--- config.mk ---
export PLATFORM = sky130hd
export DESIGN_NAME = sync_frame_query_responder
export DESIGN_NICKNAME = d
export VERILOG_FILES = /design/src/rtl/core/sfqr_pkg.sv /design/src/rtl/core/sfqr_front.sv /design/src/rtl/core/sfqr_fifo.sv /design/src/rtl/core/sfqr_back.sv /design/src/rtl/core/sync_frame_query_responder.sv
export SDC_FILE = /design/constraint.sdc
export NUM_CORES = 1
export LEC_CHECK = 0
export BUFFER_PORTS_ARGS = -buffer_cell sky130_fd_sc_hd__buf_2
export CORE_MARGIN = 4
export CORE_UTILIZATION = 26
export DETAILED_ROUTE_END_ITERATION = 10
export GPL_TIMING_DRIVEN = 0
export SLEW_MARGIN = 10
export SYNTH_ARGS = -nofsm -noshare
export SYNTH_HDL_FRONTEND = slang
export SYNTH_HIERARCHICAL = 1
export SYNTH_SLANG_ARGS = --single-unit
--- constraint.sdc ---
create_clock -name clk -period 3.35 [get_ports clk]
set_clock_uncertainty 0.15 [all_clocks]
set_input_delay 0.5025 -clock clk [delete_from_list [all_inputs] [get_ports clk]]
set_output_delay 0.5025 -clock clk [all_outputs]
set_load 0.005 [all_outputs]
--- src/rtl/core/sfqr_pkg.sv ---
// Package for the sync frame query responder: parse phases, register indexes,
// reply framing constants and the request type passed from parser to queue.
// Has no dependencies of its own.
`default_nettype none

package sfqr_pkg;

  // Parser phases. Codes 6 and 7 are unused and fall back to PH_RESET.
  typedef enum logic [2:0] {
    PH_RESET = 3'd0,
    PH_SYNC  = 3'd1,
    PH_LENHI = 3'd2,
    PH_LENLO = 3'd3,
    PH_BODY  = 3'd4,
    PH_CHECK = 3'd5
  } phase_t;

  // Configuration register indexes.
  typedef enum logic [1:0] {
    CFG_SYNC_VALUE = 2'd0,
    CFG_QUERY_ID   = 2'd1,
    CFG_FIRST_ID   = 2'd2,
    CFG_SECOND_ID  = 2'd3
  } cfg_index_t;

  localparam int unsigned CFG_WIDTH = 16;
  localparam int unsigned ID_WIDTH  = 16;

  // Register reset values.
  localparam logic [7:0]          SYNC_VALUE_RESET = 8'd0;
  localparam logic [ID_WIDTH-1:0] QUERY_ID_RESET   = 16'd161;
  localparam logic [ID_WIDTH-1:0] SENSOR_ID_RESET  = 16'd0;

  // Smallest frame length that the parser accepts.
  localparam logic [15:0] MIN_LENGTH = 16'd8;

  // Reply framing: four sync bytes, length, id, presence, checksum.
  localparam int unsigned REPLY_BYTES  = 10;
  localparam logic [15:0] REPLY_LENGTH = 16'h0009;
  localparam logic [7:0]  PRESENCE     = 8'h01;

  // Byte slots of the reply frame.
  localparam logic [3:0] IDX_SYNC_LAST = 4'd3;
  localparam logic [3:0] IDX_LEN_HI    = 4'd4;
  localparam logic [3:0] IDX_LEN_LO    = 4'd5;
  localparam logic [3:0] IDX_ID_HI     = 4'd6;
  localparam logic [3:0] IDX_ID_LO     = 4'd7;
  localparam logic [3:0] IDX_PRESENCE  = 4'd8;
  localparam logic [3:0] IDX_CHECKSUM  = 4'd9;

  // Depth of the reply request queue.
  localparam int unsigned QUEUE_DEPTH = 2;

  // One reply request from the parser.
  typedef struct packed {
    logic                valid;
    logic [ID_WIDTH-1:0] id;
  } reply_req_t;

endpackage

`default_nettype wire

--- src/rtl/core/sfqr_front.sv ---
// Front end of the responder: accepts received bytes, runs the frame parser
// and raises one reply request per valid query. Depends on sfqr_pkg.
`default_nettype none

module sfqr_front #(
  parameter int unsigned SYNC_BYTES   = 4,
  parameter int unsigned BUFFER_BYTES = 512
) (
  input  wire logic                         clk,
  input  wire logic                         rst,
  input  wire logic                         rx_valid,
  output logic                              rx_stall,
  input  wire logic [7:0]                   rx_byte,
  input  wire logic                         queue_full,
  input  wire logic [7:0]                   sync_value,
  input  wire logic [sfqr_pkg::ID_WIDTH-1:0] query_packet_id,
  input  wire logic [sfqr_pkg::ID_WIDTH-1:0] first_sensor_id,
  input  wire logic [sfqr_pkg::ID_WIDTH-1:0] second_sensor_id,
  output sfqr_pkg::reply_req_t              req
);
  import sfqr_pkg::*;

  localparam logic [9:0]  POS_PID_HI  = 10'(SYNC_BYTES + 2);
  localparam logic [9:0]  POS_PID_LO  = 10'(SYNC_BYTES + 3);
  localparam logic [9:0]  POS_TID_HI  = 10'(SYNC_BYTES + 4);
  localparam logic [9:0]  POS_TID_LO  = 10'(SYNC_BYTES + 5);
  localparam logic [15:0] QUERY_MIN   = 16'(SYNC_BYTES + 6);
  localparam logic [15:0] LENGTH_LIM  = 16'(BUFFER_BYTES);
  localparam logic [2:0]  SYNC_TARGET = 3'(SYNC_BYTES);

  phase_t              phase, phase_next, eff_phase;
  logic [2:0]          sync_seen, sync_seen_next, eff_sync_seen, sync_inc;
  logic [9:0]          byte_position, byte_position_next, eff_pos;
  logic [10:0]         pos_inc;
  logic [15:0]         frame_length, frame_length_next, eff_length, len_new;
  logic [7:0]          running_xor, running_xor_next, eff_xor;
  logic [ID_WIDTH-1:0] packet_id, packet_id_next, eff_pid;
  logic [ID_WIDTH-1:0] target_id, target_id_next, eff_tid;
  logic                accept;
  logic                push;

  // A byte is taken unless the reply queue has no room.
  assign rx_stall = queue_full;
  assign accept   = rx_valid && !queue_full;

  // Parser state registers.
  always_ff @(posedge clk) begin
    if (rst) begin
      phase         <= PH_RESET;
      sync_seen     <= '0;
      byte_position <= '0;
      frame_length  <= '0;
      running_xor   <= '0;
      packet_id     <= '0;
      target_id     <= '0;
      req.valid     <= 1'b0;
      req.id        <= '0;
    end else begin
      phase         <= phase_next;
      sync_seen     <= sync_seen_next;
      byte_position <= byte_position_next;
      frame_length  <= frame_length_next;
      running_xor   <= running_xor_next;
      packet_id     <= packet_id_next;
      target_id     <= target_id_next;
      req.valid     <= push;
      req.id        <= eff_tid;
    end
  end

  // The reset phase clears the frame and then behaves as the sync hunt.
  always_comb begin
    if (phase == PH_RESET) begin
      eff_phase     = PH_SYNC;
      eff_sync_seen = '0;
      eff_pos       = '0;
      eff_length    = '0;
      eff_xor       = '0;
      eff_pid       = '0;
      eff_tid       = '0;
    end else begin
      eff_phase     = phase;
      eff_sync_seen = sync_seen;
      eff_pos       = byte_position;
      eff_length    = frame_length;
      eff_xor       = running_xor;
      eff_pid       = packet_id;
      eff_tid       = target_id;
    end
  end

  assign sync_inc = eff_sync_seen + 3'd1;
  assign pos_inc  = {1'b0, eff_pos} + 11'd1;
  assign len_new  = {eff_length[7:0], rx_byte};

  // Next state of the parser for one accepted byte.
  always_comb begin
    phase_next         = phase;
    sync_seen_next     = sync_seen;
    byte_position_next = byte_position;
    frame_length_next  = frame_length;
    running_xor_next   = running_xor;
    packet_id_next     = packet_id;
    target_id_next     = target_id;
    push               = 1'b0;
    if (accept) begin
      phase_next         = eff_phase;
      sync_seen_next     = eff_sync_seen;
      byte_position_next = eff_pos;
      frame_length_next  = eff_length;
      running_xor_next   = eff_xor;
      packet_id_next     = eff_pid;
      target_id_next     = eff_tid;
      unique case (eff_phase)
        PH_SYNC: begin
          if (rx_byte == sync_value) begin
            running_xor_next   = eff_xor ^ rx_byte;
            byte_position_next = pos_inc[9:0];
            sync_seen_next     = sync_inc;
            if (sync_inc >= SYNC_TARGET) begin
              phase_next = PH_LENHI;
            end
          end else begin
            phase_next = PH_RESET;
          end
        end
        PH_LENHI: begin
          frame_length_next  = {8'd0, rx_byte};
          running_xor_next   = eff_xor ^ rx_byte;
          byte_position_next = pos_inc[9:0];
          phase_next         = PH_LENLO;
        end
        PH_LENLO: begin
          frame_length_next = len_new;
          if ({6'd0, eff_pos} < len_new) begin
            running_xor_next = eff_xor ^ rx_byte;
          end
          byte_position_next = pos_inc[9:0];
          if (len_new >= MIN_LENGTH && len_new < LENGTH_LIM) begin
            phase_next = PH_BODY;
          end else begin
            phase_next = PH_RESET;
          end
        end
        PH_BODY: begin
          if ({6'd0, eff_pos} < eff_length) begin
            running_xor_next = eff_xor ^ rx_byte;
          end
          // Capture the packet id and the target id at their fixed slots.
          if (eff_pos == POS_PID_HI) begin
            packet_id_next = {rx_byte, eff_pid[7:0]};
          end else if (eff_pos == POS_PID_LO) begin
            packet_id_next = {eff_pid[15:8], rx_byte};
          end else if (eff_pos == POS_TID_HI) begin
            target_id_next = {rx_byte, eff_tid[7:0]};
          end else if (eff_pos == POS_TID_LO) begin
            target_id_next = {eff_tid[15:8], rx_byte};
          end
          byte_position_next = pos_inc[9:0];
          if ({5'd0, pos_inc} >= eff_length) begin
            phase_next = PH_CHECK;
          end
        end
        PH_CHECK: begin
          phase_next = PH_RESET;
          // The reply carries the matched id, which equals the target id.
          if (rx_byte == eff_xor && eff_pid == query_packet_id &&
              eff_length >= QUERY_MIN &&
              (eff_tid == first_sensor_id || eff_tid == second_sensor_id)) begin
            push = 1'b1;
          end
        end
        default: begin
          phase_next = PH_RESET;
        end
      endcase
    end
  end

  // A request is raised only by the checksum byte, which ends the frame.
  assert property (@(posedge clk) disable iff (rst)
    req.valid |-> (phase == PH_RESET))
    else $error("reply request without a finished frame");

  // The byte that raises a request was accepted with room in the queue.
  assert property (@(posedge clk) disable iff (rst)
    push |-> !queue_full)
    else $error("reply request raised while the queue is full");

endmodule

`default_nettype wire

--- src/rtl/core/sfqr_fifo.sv ---
// Small queue of reply requests between the parser and the reply sender.
// Register based, power-of-two depth. Depends on sfqr_pkg.
`default_nettype none

module sfqr_fifo #(
  parameter int unsigned WIDTH = 16,
  parameter int unsigned DEPTH = 2
) (
  input  wire logic                         clk,
  input  wire logic                         rst,
  input  wire sfqr_pkg::reply_req_t         req,
  input  wire logic                         pop,
  output logic [WIDTH-1:0]                  head,
  output logic                              empty,
  output logic                              full
);
  import sfqr_pkg::*;

  localparam int unsigned PTR_W = (DEPTH > 1) ? $clog2(DEPTH) : 1;
  localparam int unsigned CNT_W = PTR_W + 1;

  logic [WIDTH-1:0] entries [DEPTH];
  logic [PTR_W-1:0] wr_ptr, rd_ptr;
  logic [CNT_W-1:0] count;
  logic             push;

  assign push  = req.valid;
  assign empty = (count == '0);
  assign full  = (count == CNT_W'(DEPTH));
  assign head  = entries[rd_ptr];

  // Entry storage.
  always_ff @(posedge clk) begin
    if (push) begin
      entries[wr_ptr] <= WIDTH'(req.id);
    end
  end

  // Pointers and fill count.
  always_ff @(posedge clk) begin
    if (rst) begin
      wr_ptr <= '0;
      rd_ptr <= '0;
      count  <= '0;
    end else begin
      if (push) begin
        wr_ptr <= wr_ptr + PTR_W'(1);
      end
      if (pop) begin
        rd_ptr <= rd_ptr + PTR_W'(1);
      end
      if (push && !pop) begin
        count <= count + CNT_W'(1);
      end else if (pop && !push) begin
        count <= count - CNT_W'(1);
      end
    end
  end

  assert property (@(posedge clk) disable iff (rst) push |-> !full || pop)
    else $error("reply queue overflow");

  assert property (@(posedge clk) disable iff (rst) pop |-> !empty)
    else $error("reply queue underflow");

  assert property (@(posedge clk) disable iff (rst) count <= CNT_W'(DEPTH))
    else $error("reply queue count out of range");

endmodule

`default_nettype wire

--- src/rtl/core/sfqr_back.sv ---
// Reply sender: walks the ten bytes of a reply frame for the request at the
// head of the queue into a registered output channel. Depends on sfqr_pkg.
`default_nettype none

module sfqr_back (
  input  wire logic                         clk,
  input  wire logic                         rst,
  input  wire logic [7:0]                   sync_value,
  input  wire logic [sfqr_pkg::ID_WIDTH-1:0] head_id,
  input  wire logic                         queue_empty,
  output logic                              pop,
  output logic                              tx_valid,
  input  wire logic                         tx_stall,
  output logic [7:0]                        tx_byte,
  output logic                              frame_end
);
  import sfqr_pkg::*;

  logic [3:0] idx;
  logic       load;
  logic       last;
  logic [7:0] byte_sel;
  logic [7:0] checksum;

  // Load a new beat when the output register is free or being drained.
  assign load = !queue_empty && (!tx_valid || !tx_stall);
  assign last = (idx == IDX_CHECKSUM);
  assign pop  = load && last;

  // The four sync bytes cancel in the XOR, so only the rest remains.
  assign checksum = REPLY_LENGTH[15:8] ^ REPLY_LENGTH[7:0] ^ head_id[15:8] ^
                    head_id[7:0] ^ PRESENCE;

  // Byte of the reply frame at the current slot.
  always_comb begin
    if (idx <= IDX_SYNC_LAST) begin
      byte_sel = sync_value;
    end else begin
      unique case (idx)
        IDX_LEN_HI:   byte_sel = REPLY_LENGTH[15:8];
        IDX_LEN_LO:   byte_sel = REPLY_LENGTH[7:0];
        IDX_ID_HI:    byte_sel = head_id[15:8];
        IDX_ID_LO:    byte_sel = head_id[7:0];
        IDX_PRESENCE: byte_sel = PRESENCE;
        IDX_CHECKSUM: byte_sel = checksum;
        default:      byte_sel = checksum;
      endcase
    end
  end

  // Output register and slot counter.
  always_ff @(posedge clk) begin
    if (rst) begin
      tx_valid <= 1'b0;
      idx      <= '0;
    end else begin
      if (load) begin
        tx_valid <= 1'b1;
        idx      <= last ? 4'd0 : idx + 4'd1;
      end else if (!tx_stall) begin
        tx_valid <= 1'b0;
      end
    end
  end

  always_ff @(posedge clk) begin
    if (load) begin
      tx_byte   <= byte_sel;
      frame_end <= last;
    end
  end

  // After the checksum beat is loaded the counter is back at the first slot.
  assert property (@(posedge clk) disable iff (rst)
    (tx_valid && frame_end) |-> (idx == 4'd0))
    else $error("slot counter not restarted after the checksum beat");

endmodule

`default_nettype wire

--- src/rtl/core/sync_frame_query_responder.sv ---
// Sync frame query responder: one received byte is taken per cycle.
// A valid query raises a reply request that passes through the request
// register, the reply queue and the single output register of the sender;
// the reply leaves one byte per cycle while tx_stall is low, ten bytes a frame.
// Input stalls only while the two-entry reply queue is full. Synchronous
// reset restarts the parser, empties the queue and loads register defaults.
`default_nettype none

module sync_frame_query_responder #(
  parameter int unsigned SYNC_BYTES   = 4,
  parameter int unsigned BUFFER_BYTES = 512
) (
  input  wire logic                          clk,
  input  wire logic                          rst,
  input  wire logic                          cfg_write,
  input  wire logic [1:0]                    cfg_index,
  input  wire logic [sfqr_pkg::CFG_WIDTH-1:0] cfg_data,
  input  wire logic                          rx_valid,
  output logic                               rx_stall,
  input  wire logic [7:0]                    rx_byte,
  output logic                               tx_valid,
  input  wire logic                          tx_stall,
  output logic [7:0]                         tx_byte,
  output logic                               frame_end
);
  import sfqr_pkg::*;

  logic [7:0]          sync_value;
  logic [ID_WIDTH-1:0] query_packet_id;
  logic [ID_WIDTH-1:0] first_sensor_id;
  logic [ID_WIDTH-1:0] second_sensor_id;

  reply_req_t          req;
  logic [ID_WIDTH-1:0] head_id;
  logic                queue_empty;
  logic                queue_full;
  logic                pop;

  // Configuration registers.
  always_ff @(posedge clk) begin
    if (rst) begin
      sync_value       <= SYNC_VALUE_RESET;
      query_packet_id  <= QUERY_ID_RESET;
      first_sensor_id  <= SENSOR_ID_RESET;
      second_sensor_id <= SENSOR_ID_RESET;
    end else if (cfg_write) begin
      unique case (cfg_index_t'(cfg_index))
        CFG_SYNC_VALUE: sync_value       <= cfg_data[7:0];
        CFG_QUERY_ID:   query_packet_id  <= cfg_data;
        CFG_FIRST_ID:   first_sensor_id  <= cfg_data;
        CFG_SECOND_ID:  second_sensor_id <= cfg_data;
        default:        sync_value       <= sync_value;
      endcase
    end
  end

  sfqr_front #(
    .SYNC_BYTES   (SYNC_BYTES),
    .BUFFER_BYTES (BUFFER_BYTES)
  ) u_front (
    .clk              (clk),
    .rst              (rst),
    .rx_valid         (rx_valid),
    .rx_stall         (rx_stall),
    .rx_byte          (rx_byte),
    .queue_full       (queue_full),
    .sync_value       (sync_value),
    .query_packet_id  (query_packet_id),
    .first_sensor_id  (first_sensor_id),
    .second_sensor_id (second_sensor_id),
    .req              (req)
  );

  sfqr_fifo #(
    .WIDTH (ID_WIDTH),
    .DEPTH (QUEUE_DEPTH)
  ) u_fifo (
    .clk   (clk),
    .rst   (rst),
    .req   (req),
    .pop   (pop),
    .head  (head_id),
    .empty (queue_empty),
    .full  (queue_full)
  );

  sfqr_back u_back (
    .clk         (clk),
    .rst         (rst),
    .sync_value  (sync_value),
    .head_id     (head_id),
    .queue_empty (queue_empty),
    .pop         (pop),
    .tx_valid    (tx_valid),
    .tx_stall    (tx_stall),
    .tx_byte     (tx_byte),
    .frame_end   (frame_end)
  );

endmodule

`default_nettype wire

==> flow_summary.toml, run 1 <==
[yosys]
synthesis.nets = 1355
synth.mux.area_fraction_pct = 7.25
synth.area.top_cells = "sky130_fd_sc_hd__dfxtp_1 27%, sky130_fd_sc_hd__edfxtp_1 11%, sky130_fd_sc_hd__mux2i_1 5.6%, sky130_fd_sc_hd__nor2_1 4.8%, sky130_fd_sc_hd__nand2b_1 4.5%"
synth_xor_area_share_pct = 4.27
synth-compound-area-share_pct = 18.6
synth-warning-count = 6
synthSimpleGateAreaFrac_pct = 24.1
synthDominantCellAreaShare_pct = 27.0
post_synth_inst_count = 1295
synthArstFlopShare_pct = 0
synth.cell_area_um2 = 11500
number_of_flops_mapped_to_enable_cells_by_yosys = 41
synthAdderAreaFrac_pct = 3.16
synthesis.area_per_instance_um2 = 8.86
most_common_flop_cell_mapped_by_yosys = "sky130_fd_sc_hd__dfxtp_1"
synth.ff_latch_count = 196
netlist.top_cell.by_area = "sky130_fd_sc_hd__dfxtp_1"
synth_top_family_by_area = "simple AND/OR/NAND/NOR gates"
synth_sequential_area_ratio_pct = 37.8
synth_cell_type_count = 84

[cts]
cts.htree.levels = 4
cts.clk_slew.worst_paths_ns = 0.08
cts_tree = "built"
ctsHoldBuffers = 0
clock_latency_on_the_worst_skew_pair_ns = 0.46
clock-sinks = 196
cts.root.buffer_cell = "sky130_fd_sc_hd__clkbuf_16"
cts_inserted_buffers = 17
cts-root-to-sink-buffers = 2

[worst_setup_path]
critical_path_class = "reg2reg"
crit_path_max_fanout = 11
critical-path-slowest-cell = "sky130_fd_sc_hd__or3_4"
crit_buf_inv = 4
crit_path_end_kind = "register"
worst_r2r_path_depth = 13
critPathCapture = "u_front/running_xor[5]"
reg_to_reg_startpoint = "u_front/phase[1]"
endpoint_of_the_worst_slack_reg_to_reg_timing_path = "u_front/running_xor[5]"
cp_top_family = "simple AND/OR/NAND/NOR gates"
path_common_cell = "sky130_fd_sc_hd__buf_6"
cp-start-kind = "register"
worst-path-stages = 13
cp_data_required_time_ns = 3.56
reg2reg_slack_ns = 0.09
timing.critical_path.arrival_ns = 3.47
path_cells = "buf_6 -> or3_4 -> buf_12 -> buf_6 -> and2_4 -> ha_4 -> nand2_2 -> or2_2 -> o21a_4 -> buf_4 -> nor3_2 -> a311oi_2 -> a311oi_1"
crit_start = "u_front/phase[1]"
critPathMaxStageDelay_ns = 0.41

[route]
routed-via-count = 10500
wire_per_inst_um = 20.0
vias_per_cell = 5.37
drt_iter0_markers = 1179
antenna_violating_nets_post_route = 0
drt-total-wl_um = 39100
detailedRoute.firstPassIterationCount = 6
drc = 0

[run]
timing.max_cap.violations = 0

[cells_and_area]
nFillCells = 4588
drive_gt1_share_pct = 14.1
reg_area_um2 = 4340
flow.area_growth_from_synthesis_pct = 16.0
antennaDiodeCount = 0
non_filler_instance_count_after_layout = 1952
final_core_utilization_pct = 30.7
final_common_cell = "sky130_fd_sc_hd__dfxtp_1"
multi_input_logic_area_um2 = 6770
design.final.nets = 1414
final_cell_mix = "154 x sky130_fd_sc_hd__dfxtp_1, 146 x sky130_fd_sc_hd__nor2_1, 83 x sky130_fd_sc_hd__nand2b_1, 64 x sky130_fd_sc_hd__mux2i_1, 64 x sky130_fd_sc_hd__a21oi_1"
final_design_area_no_fill_um2 = 13300

[placed_design]
preCtsSetupSlack_ns = -1.18
detailedPlacementHpwl_um = 28300
placement.io_buffers = 33
gp_routability_congestion = 0.962
placed_area_um2 = 12400
dp_cells = 1914

[floorplanning]
core.rowCount = 76
design.portCount = 42
initial_utilization_pct = 26.5
die_h_um = 218
die-width_um = 218
fp.coreArea_um2 = 43400
die_area_um2 = 47600

[sta]
period_share_pct = 97.2
summed_negative_setup_slack_over_all_endpoints_ns = 0
timing_hold_violations_final = 0
tightestPinTransition_ns = 0.930
worst_hold_slack_ns = 0.157
finalWorstPathRequiredPeriod_ns = 3.26
setup_viol = 0
fmaxAchievable_mhz = 307
timing.slew.headroom_pct = 38.0
slew_viol_final = 0
worst_case_setup_margin_in_the_final_layout_ns = 0.0934

[power_and_ir_drop]
total_power_per_unit_cell_area_nw_per_um2 = 372
leakage_nw = 4.47
irDropWorstVdd_v = 0.000312
design_power_total_mw = 4.96

[worst_hold_path]
min_path_type = "in2reg"

[grt]
grt_antenna_before_repair = 0
grt_pass1_vias = 9841
globalRoute.totalOverflow = 0
grt_max_degree = 20
global_route.usage.total_pct = 16.0
grt_first_pass_wirelength_um = 59200

[run_status]
run_status = "completed"
worst min-delay path by stage:
stage,cells after the start,startpoint,slack (ns),to
final,3,tx_stall,0.16,u_back/tx_valid
after detailed placement,0,u_front/req[9],0.26,u_fifo/entries[1][9]
after global routing,3,tx_stall,0.15,u_back/tx_valid
after global placement,0,u_front/req[13],0.26,u_fifo/entries[0][13]
after floorplan,0,u_front/req[0],0.25,u_fifo/entries[0][0]
after CTS,3,tx_stall,0.14,u_back/tx_valid
layer usage:
| layer | up-vias | part of all wire [%] | track usage, % | routed length [µm] |
|---|---|---|---|---|
| met2 | 480 | 45 | 24.8 | 17400 |
| met1 | 5079 | 45 | 22.3 | 17600 |
| met4 | 0 | 2.1 | 5.25 | 801 |
| met3 | 62 | 8.2 | 3.09 | 3200 |
| met5 | - | 0 | 0 | 0 |
| li1 | 4862 | - | - | - |
final cells by class:
cell class	count	area share (%)
buffer	98	4.02
clock buffer	18	3.22
clock inverter	14	1.28
inverter	22	0.620
multi-input combinational	976	50.8
sequential	196	32.6
tap	585	5.50
timing repair buffer	43	1.98
Yosys cell counts (all sizes together) (29+ instances only):
cell / number
a21oi: 67
a22oi: 36
and2: 30
buf: 41
clkbuf: 60
dfxtp: 155
edfxtp: 41
ha: 29
mux2i: 64
nand2: 62
nand2b: 83
nand3: 32
nor2: 147
o21ai: 55
xnor2: 45
kinds of logic after synthesis:
group	Yosys count
compound gates	308
xor+xnor	56
fa+ha+maj	29
buf+inv	123
flops	196
mux	81
simple gates	502
registers in the layout, summed over array words and instances, names as in the netlist, 2 cells and up, named ones only:
name and cells:
u_fifo/entries 32, u_front/req 17, first_sensor_id 16, query_packet_id 16
second_sensor_id 16, u_front/frame_length 16, u_front/packet_id 16, u_front/target_id 16
u_front/byte_position 10, sync_value 8, u_back/tx_byte 8, u_front/running_xor 8
u_back/idx 4, u_front/phase 3, u_front/sync_seen 3, u_fifo/count 2
worst min-delay path, stage by stage:
cell and delay (ns):
sky130_fd_sc_hd__buf_2 0.10, sky130_fd_sc_hd__nand2_1 0.05, sky130_fd_sc_hd__a21oi_1 0.05
power by group:
group	switching, mW	leakage [nW]	internal [mW]
Sequential	0.0337	1.56	2.42
Combinational	0.232	2.62	0.129
Clock	1.01	0.286	1.12
Total	1.28	4.47	3.68
repair_timing:
action | 4_1_cts | 5_1_grt
gates resized for setup | 60 | 19
pin swaps | 9 | 9
setup endpoints to repair | 9 | 9
setup buffers | 7 | 2
Note: power is estimated with default switching activity, not from simulation.
==> inputs of run 2 (changes only) <==
- BUFFER_PORTS_ARGS: -buffer_cell sky130_fd_sc_hd__buf_2 -> not set
- DONT_BUFFER_PORTS: not set -> 1
==> run 2 against run 1 <==
Compared with the run above: design area is 0.75% lower; global-route usage grew 0.14 points; die area stayed put; sequential share of layout area is 0.26 points higher; flip-flop and latch count unchanged; setup slack lost 0.062 ns; wire length grew 2.0%; first-iteration DRC count increased by 9.9%; sequential power barely moved; cell count shrank 1.6%; largest cell class unchanged.
==> flow_summary.toml, run 2 (same netlist as run 1, synthesis figures left out) <==
[floorplanning]
design.portCount = 42
die_area_um2 = 47600
die-width_um = 218
die_h_um = 218
fp.coreArea_um2 = 43400
initial_utilization_pct = 26.5
core.rowCount = 76

[placed_design]
detailedPlacementHpwl_um = 28700
gp_routability_congestion = 0.959
dp_cells = 1881
placement.io_buffers = 0

[worst_hold_path]
hold_path_startpoint = "tx_stall"
min_path_type = "in2reg"
timing.hold.worst_path_depth = 2
whs_endpoint = "u_back/tx_valid"

[power_and_ir_drop]
total_power_per_unit_cell_area_nw_per_um2 = 366
swShare_pct = 25.3
p_comb_share_pct = 7.2
power.internal_mw = 3.61
leakage_nw = 4.38
irDropWorstVdd_v = 0.000345
power.switching_mw = 1.22
clock_power_share_pct = 42.0
power_frac_seq_pct = 50.9

[route]
drt-total-wl_um = 39800
routed-via-count = 10500
drc = 0
wire_per_inst_um = 20.7
drt_iter0_markers = 1296
vias_per_cell = 5.48
detailedRoute.firstPassIterationCount = 5
antenna_violating_nets_post_route = 0

[cells_and_area]
regMostFlops = "u_fifo/entries"
antennaDiodeCount = 0
final_cell_mix = "153 x sky130_fd_sc_hd__dfxtp_1, 146 x sky130_fd_sc_hd__nor2_1, 83 x sky130_fd_sc_hd__nand2b_1, 64 x sky130_fd_sc_hd__mux2i_1, 64 x sky130_fd_sc_hd__a21oi_1"
drive_gt1_share_pct = 12.4
flow.area_growth_from_synthesis_pct = 15.2
reg_area_um2 = 4340
design.final.nets = 1383
non_filler_instance_count_after_layout = 1921
reg_top3 = "u_fifo/entries (32), u_front/req (17)"
final_common_cell = "sky130_fd_sc_hd__dfxtp_1"
nFillCells = 4592
multi_input_logic_area_um2 = 6810
number_of_flip_flops_under_the_largest_register_name = 32
final_core_utilization_pct = 30.5

[cts]
clock-sinks = 196
cts_tree = "built"
cts.htree.levels = 4
cts_inserted_buffers = 17
clock_latency_on_the_worst_skew_pair_ns = 0.45
cts.root.buffer_cell = "sky130_fd_sc_hd__clkbuf_16"
cts-root-to-sink-buffers = 2
cts.clk_slew.worst_paths_ns = 0.07

[grt]
grt_first_pass_wirelength_um = 59000
grt_antenna_before_repair = 3
grt_pass1_vias = 9707
global_route.usage.total_pct = 16.1
globalRoute.totalOverflow = 0
grt_max_degree = 20

[worst_setup_path]
crit_start = "u_front/phase[1]"
worst_r2r_path_depth = 11
endpoint_of_the_worst_slack_reg_to_reg_timing_path = "u_front/running_xor[6]"
critical_path_class = "reg2reg"
timing.critical_path.arrival_ns = 3.45
crit_path_max_fanout = 11
path_cells = "buf_6 -> or3_4 -> buf_8 -> buf_12 -> and2_4 -> ha_1 -> nor2_2 -> o21ai_0 -> o21ai_2 -> mux2i_1 -> a311oi_1"
reg_to_reg_startpoint = "u_front/phase[1]"
critical-path-slowest-cell = "sky130_fd_sc_hd__nor2_2"
cp_data_required_time_ns = 3.48
reg2reg_slack_ns = 0.03
crit_path_end_kind = "register"
critPathMaxStageDelay_ns = 0.51
cp-start-kind = "register"

[sta]
timing_hold_violations_final = 0
slew_viol_final = 0
tightestPinTransition_ns = 1.03
timing.slew.headroom_pct = 31.1
setup_viol = 0
fmaxAchievable_mhz = 301
period_share_pct = 99.1
summed_negative_setup_slack_over_all_endpoints_ns = 0
finalWorstPathRequiredPeriod_ns = 3.32

[run_status]
run_status = "completed"

[run]
timing.max_cap.violations = 0
==> run 2: changes by cell type in the layout (fill, tap and decap cells not counted), sizes merged <==
cell	change
clkbuf	+7
dlygate4sd3	+1
clkinvlp	-2
clkinv	+2
inv	-1
bufinv	-1
buf	-37
==> run 2: metrics by stage <==
step | hold slack (ns) | worst slack [ns] | cell area (µm²) | total power, mW
2_1_floorplan | 0.254 | 0.0582 | 11500 | 2.73
3_3_place_gp | 0.255 | -1.20 | 12200 | 2.83
3_5_place_dp | 0.263 | -1.23 | 12200 | 2.84
4_1_cts | 0.0386 | 0.00225 | 13100 | 4.85
5_1_grt | 0.0453 | -0.0159 | 13200 | 4.98
6_report | 0.0540 | 0.0309 | 13200 | 4.83
==> run 2: timing repair <==
| item | 4_1_cts | 5_1_grt |
|---|---|---|
| setup endpoints to repair | 9 | 9 |
| hold buffers | 1 | 0 |
| cloned | 0 | 1 |
| pin swaps | 13 | 9 |
| resized for setup | 73 | 17 |
| setup buffers | 5 | 3 |
| endpoints found under the hold margin | 10 | 0 |
==> run 2: critical path: cells and delay by family (launching register included) <==
family	cells	cell delay, ns
and+or+nand+nor	3	1.10
buffers and inverters	3	0.49
AOI/OAI and AO/OA	3	0.45
adders and majority gates	1	0.38
DFF	1	0.33
muxes	1	0.23
==> run 2: worst max-delay path by stage <==
stage	endpoint	slack, ns	depth (start not counted)
after global routing	u_front/running_xor[6]	-0.02	12
after global placement	u_front/running_xor[6]	-1.20	13
after floorplan	u_front/running_xor[7]	0.06	13
after detailed placement	u_front/running_xor[6]	-1.23	13
after CTS	u_front/running_xor[6]	0.002	13
final	u_front/running_xor[6]	0.03	11
==> run 2: per-layer routing <==
layer | part of all wire [%] | wire length [µm] | vias up | track usage [%]
met5 | 0.080 | 32 | - | 0
met4 | 2.5 | 996 | 6 | 5.54
met3 | 8.7 | 3480 | 85 | 4.21
met2 | 44 | 17700 | 487 | 24.9
met1 | 44 | 17600 | 5128 | 21.9
li1 | - | - | 4812 | -
==> run 2: area by class of cell <==
type,instances,area share [%]
tap,585,5.54
clock buffer,20,3.38
multi-input combinational,976,51.5
sequential,196,32.8
clock inverter,12,0.956
buffer,99,4.15
inverter,22,0.625
timing repair buffer,11,1.02
==> run 2: power groups by stage <==
stage	clock network, mW	logic [mW]	registers [mW]
after floorplan	0	0.227	2.50
after global placement	0	0.322	2.51
after detailed placement	0	0.325	2.51
after CTS	2.06	0.334	2.46
after global routing	2.15	0.364	2.46
final	2.03	0.346	2.46
==> inputs of run 3 (changes only) <==
- CTS_BUF_LIST: not set -> sky130_fd_sc_hd__clkbuf_8
==> run 3 against run 2 <==
Compared with the run above: combinational power hardly changed; first-iteration DRC count is 2.5% lower; wire length hardly changed; hold slack worse by 0.013 ns; global-route usage hardly changed; core utilization is 0.44 points lower; setup slack better by 0.015 ns; non-clock buffer count is 1 higher; flip-flop and latch count stayed put; register-to-register slack better by 0.02 ns; critical path type unchanged; largest cell class unchanged.
==> flow_summary.toml, run 3 (same netlist as run 1, synthesis figures left out) <==
[run_status]
run_status = "completed"

[grt]
grt_pass1_vias = 9663
grt_antenna_before_repair = 3
grt_first_pass_wirelength_um = 58800
global_route.usage.total_pct = 16.1
grt_max_degree = 20
globalRoute.totalOverflow = 0

[sta]
slew_viol_final = 0
fmaxAchievable_mhz = 303
setup_viol = 0
timing.slew.headroom_pct = 34.7
summed_negative_setup_slack_over_all_endpoints_ns = 0
tightestPinTransition_ns = 0.980
finalWorstPathRequiredPeriod_ns = 3.30
period_share_pct = 98.6
rsz0062_at_grt = "true"
worst_hold_slack_ns = 0.0406
timing_hold_violations_final = 0

[floorplanning]
die_h_um = 218
core.rowCount = 76
fp.coreArea_um2 = 43400
die-width_um = 218
design.portCount = 42
initial_utilization_pct = 26.5
die_area_um2 = 47600

[route]
vias_per_cell = 5.51
antenna_violating_nets_post_route = 0
drt_iter0_markers = 1264
detailedRoute.firstPassIterationCount = 5
wire_per_inst_um = 20.7
drc = 0
routed-via-count = 10600
drt-total-wl_um = 39900

[cells_and_area]
reg_top3 = "u_fifo/entries (32), u_front/req (17)"
drive_gt1_share_pct = 12.4
regMostFlops = "u_fifo/entries"
final_cell_mix = "152 x sky130_fd_sc_hd__dfxtp_1, 146 x sky130_fd_sc_hd__nor2_1, 83 x sky130_fd_sc_hd__nand2b_1, 64 x sky130_fd_sc_hd__mux2i_1, 63 x sky130_fd_sc_hd__a21oi_1"
flow.area_growth_from_synthesis_pct = 13.5
antennaDiodeCount = 0
design.final.nets = 1384
number_of_flip_flops_under_the_largest_register_name = 32
final_common_cell = "sky130_fd_sc_hd__dfxtp_1"

[worst_setup_path]
reg2reg_slack_ns = 0.05
crit_path_end_kind = "register"
cp_top_family = "simple AND/OR/NAND/NOR gates"
critical_path_class = "reg2reg"
endpoint_of_the_worst_slack_reg_to_reg_timing_path = "u_front/running_xor[6]"
crit_path_max_fanout = 12
path_cells = "buf_6 -> or3_4 -> buf_12 -> and2_4 -> ha_1 -> nor2_2 -> o21ai_0 -> o21ai_2 -> mux2i_1 -> a311oi_2"
worst_r2r_path_depth = 10
critPathMaxStageDelay_ns = 0.51
critical-path-slowest-cell = "sky130_fd_sc_hd__or3_4"
reg_to_reg_startpoint = "u_front/phase[1]"
timing.critical_path.arrival_ns = 3.49
crit_buf_inv = 2
cp-start-kind = "register"
cp_data_required_time_ns = 3.53

[placed_design]
gp_routability_congestion = 0.959
detailedPlacementHpwl_um = 28700
placement.io_buffers = 0

[cts]
cts.root.buffer_cell = "sky130_fd_sc_hd__clkbuf_8"
cts-root-to-sink-buffers = 2
cts_inserted_buffers = 17
clock-sinks = 196
cts.htree.levels = 4
clock_latency_on_the_worst_skew_pair_ns = 0.49
cts.clk_slew.worst_paths_ns = 0.11
cts_tree = "built"

[power_and_ir_drop]
design_power_total_mw = 4.33
leakage_nw = 4.29
total_power_per_unit_cell_area_nw_per_um2 = 332
irDropWorstVdd_v = 0.000217

[worst_hold_path]
hold_path_startpoint = "cfg_data[0]"
min_path_type = "in2reg"
timing.hold.worst_path_depth = 2
whs_endpoint = "query_packet_id[0]"

[run]
timing.max_cap.violations = 0
## run 3: cell count changes in the layout (fill, tap and decap cells not counted), sizes merged
cell         delta
dlygate4sd3     +2
inv             +2
clkbuf          -2
buf             -1
## run 3: worst max path at each step
stage	start	to	cells after the start	slack, ns
global route	u_front/phase[1]	u_front/running_xor[1]	12	-0.001
detailed placement	u_front/phase[2]	u_front/running_xor[6]	13	-1.23
finish	u_front/phase[1]	u_front/running_xor[6]	10	0.05
global placement	u_front/phase[2]	u_front/running_xor[6]	13	-1.20
floorplan	u_front/phase[2]	u_front/running_xor[7]	13	0.06
CTS	u_front/phase[0]	u_front/phase[0]	12	0.002
## run 3: layout make-up
cell class | count | area, µm²
inverters | 22 | 82.6
flip-flops and latches | 196 | 4340
plain buffers | 97 | 528
fillers | 4618 | 30300
repair buffers | 14 | 150
well taps | 585 | 732
clock buffers | 18 | 248
clock inverters | 14 | 134
multi-input cells | 976 | 6810
## run 3: metrics by stage
step | instances | utilization, % | cell area, µm² | setup slack, ns
floorplan | 1295 | - | 11500 | 0.0582
global placement | 1880 | 28.2 | 12200 | -1.20
detailed placement | 1881 | 28.2 | 12200 | -1.23
CTS | 1919 | 29.7 | 12900 | 0.00154
global route | 1922 | 30.0 | 13000 | -0.00120
finish | 1922 | 30.0 | 13000 | 0.0464
## run 3: where the power goes
| group | internal, mW | switching (mW) |
|---|---|---|
| Combinational | 0.123 | 0.224 |
| Clock | 0.619 | 0.904 |
| Sequential | 2.42 | 0.0328 |
## run 3: metal layers
metal	up-vias	global-route usage, %	share of wire (%)
met5	-	0	0.11
met4	6	4.82	2.2
met3	79	4.40	8.9
met2	540	25.0	45
met1	5151	21.9	44
li1	4809	-	-
## run 3: repair_timing
item	CTS	global route
setup endpoints to repair	9	9
hold endpoints to repair	11	0
hold buffers	3	0
resized for setup	73	17
pin swaps	14	11
gates cloned	0	1
setup buffers	4	5
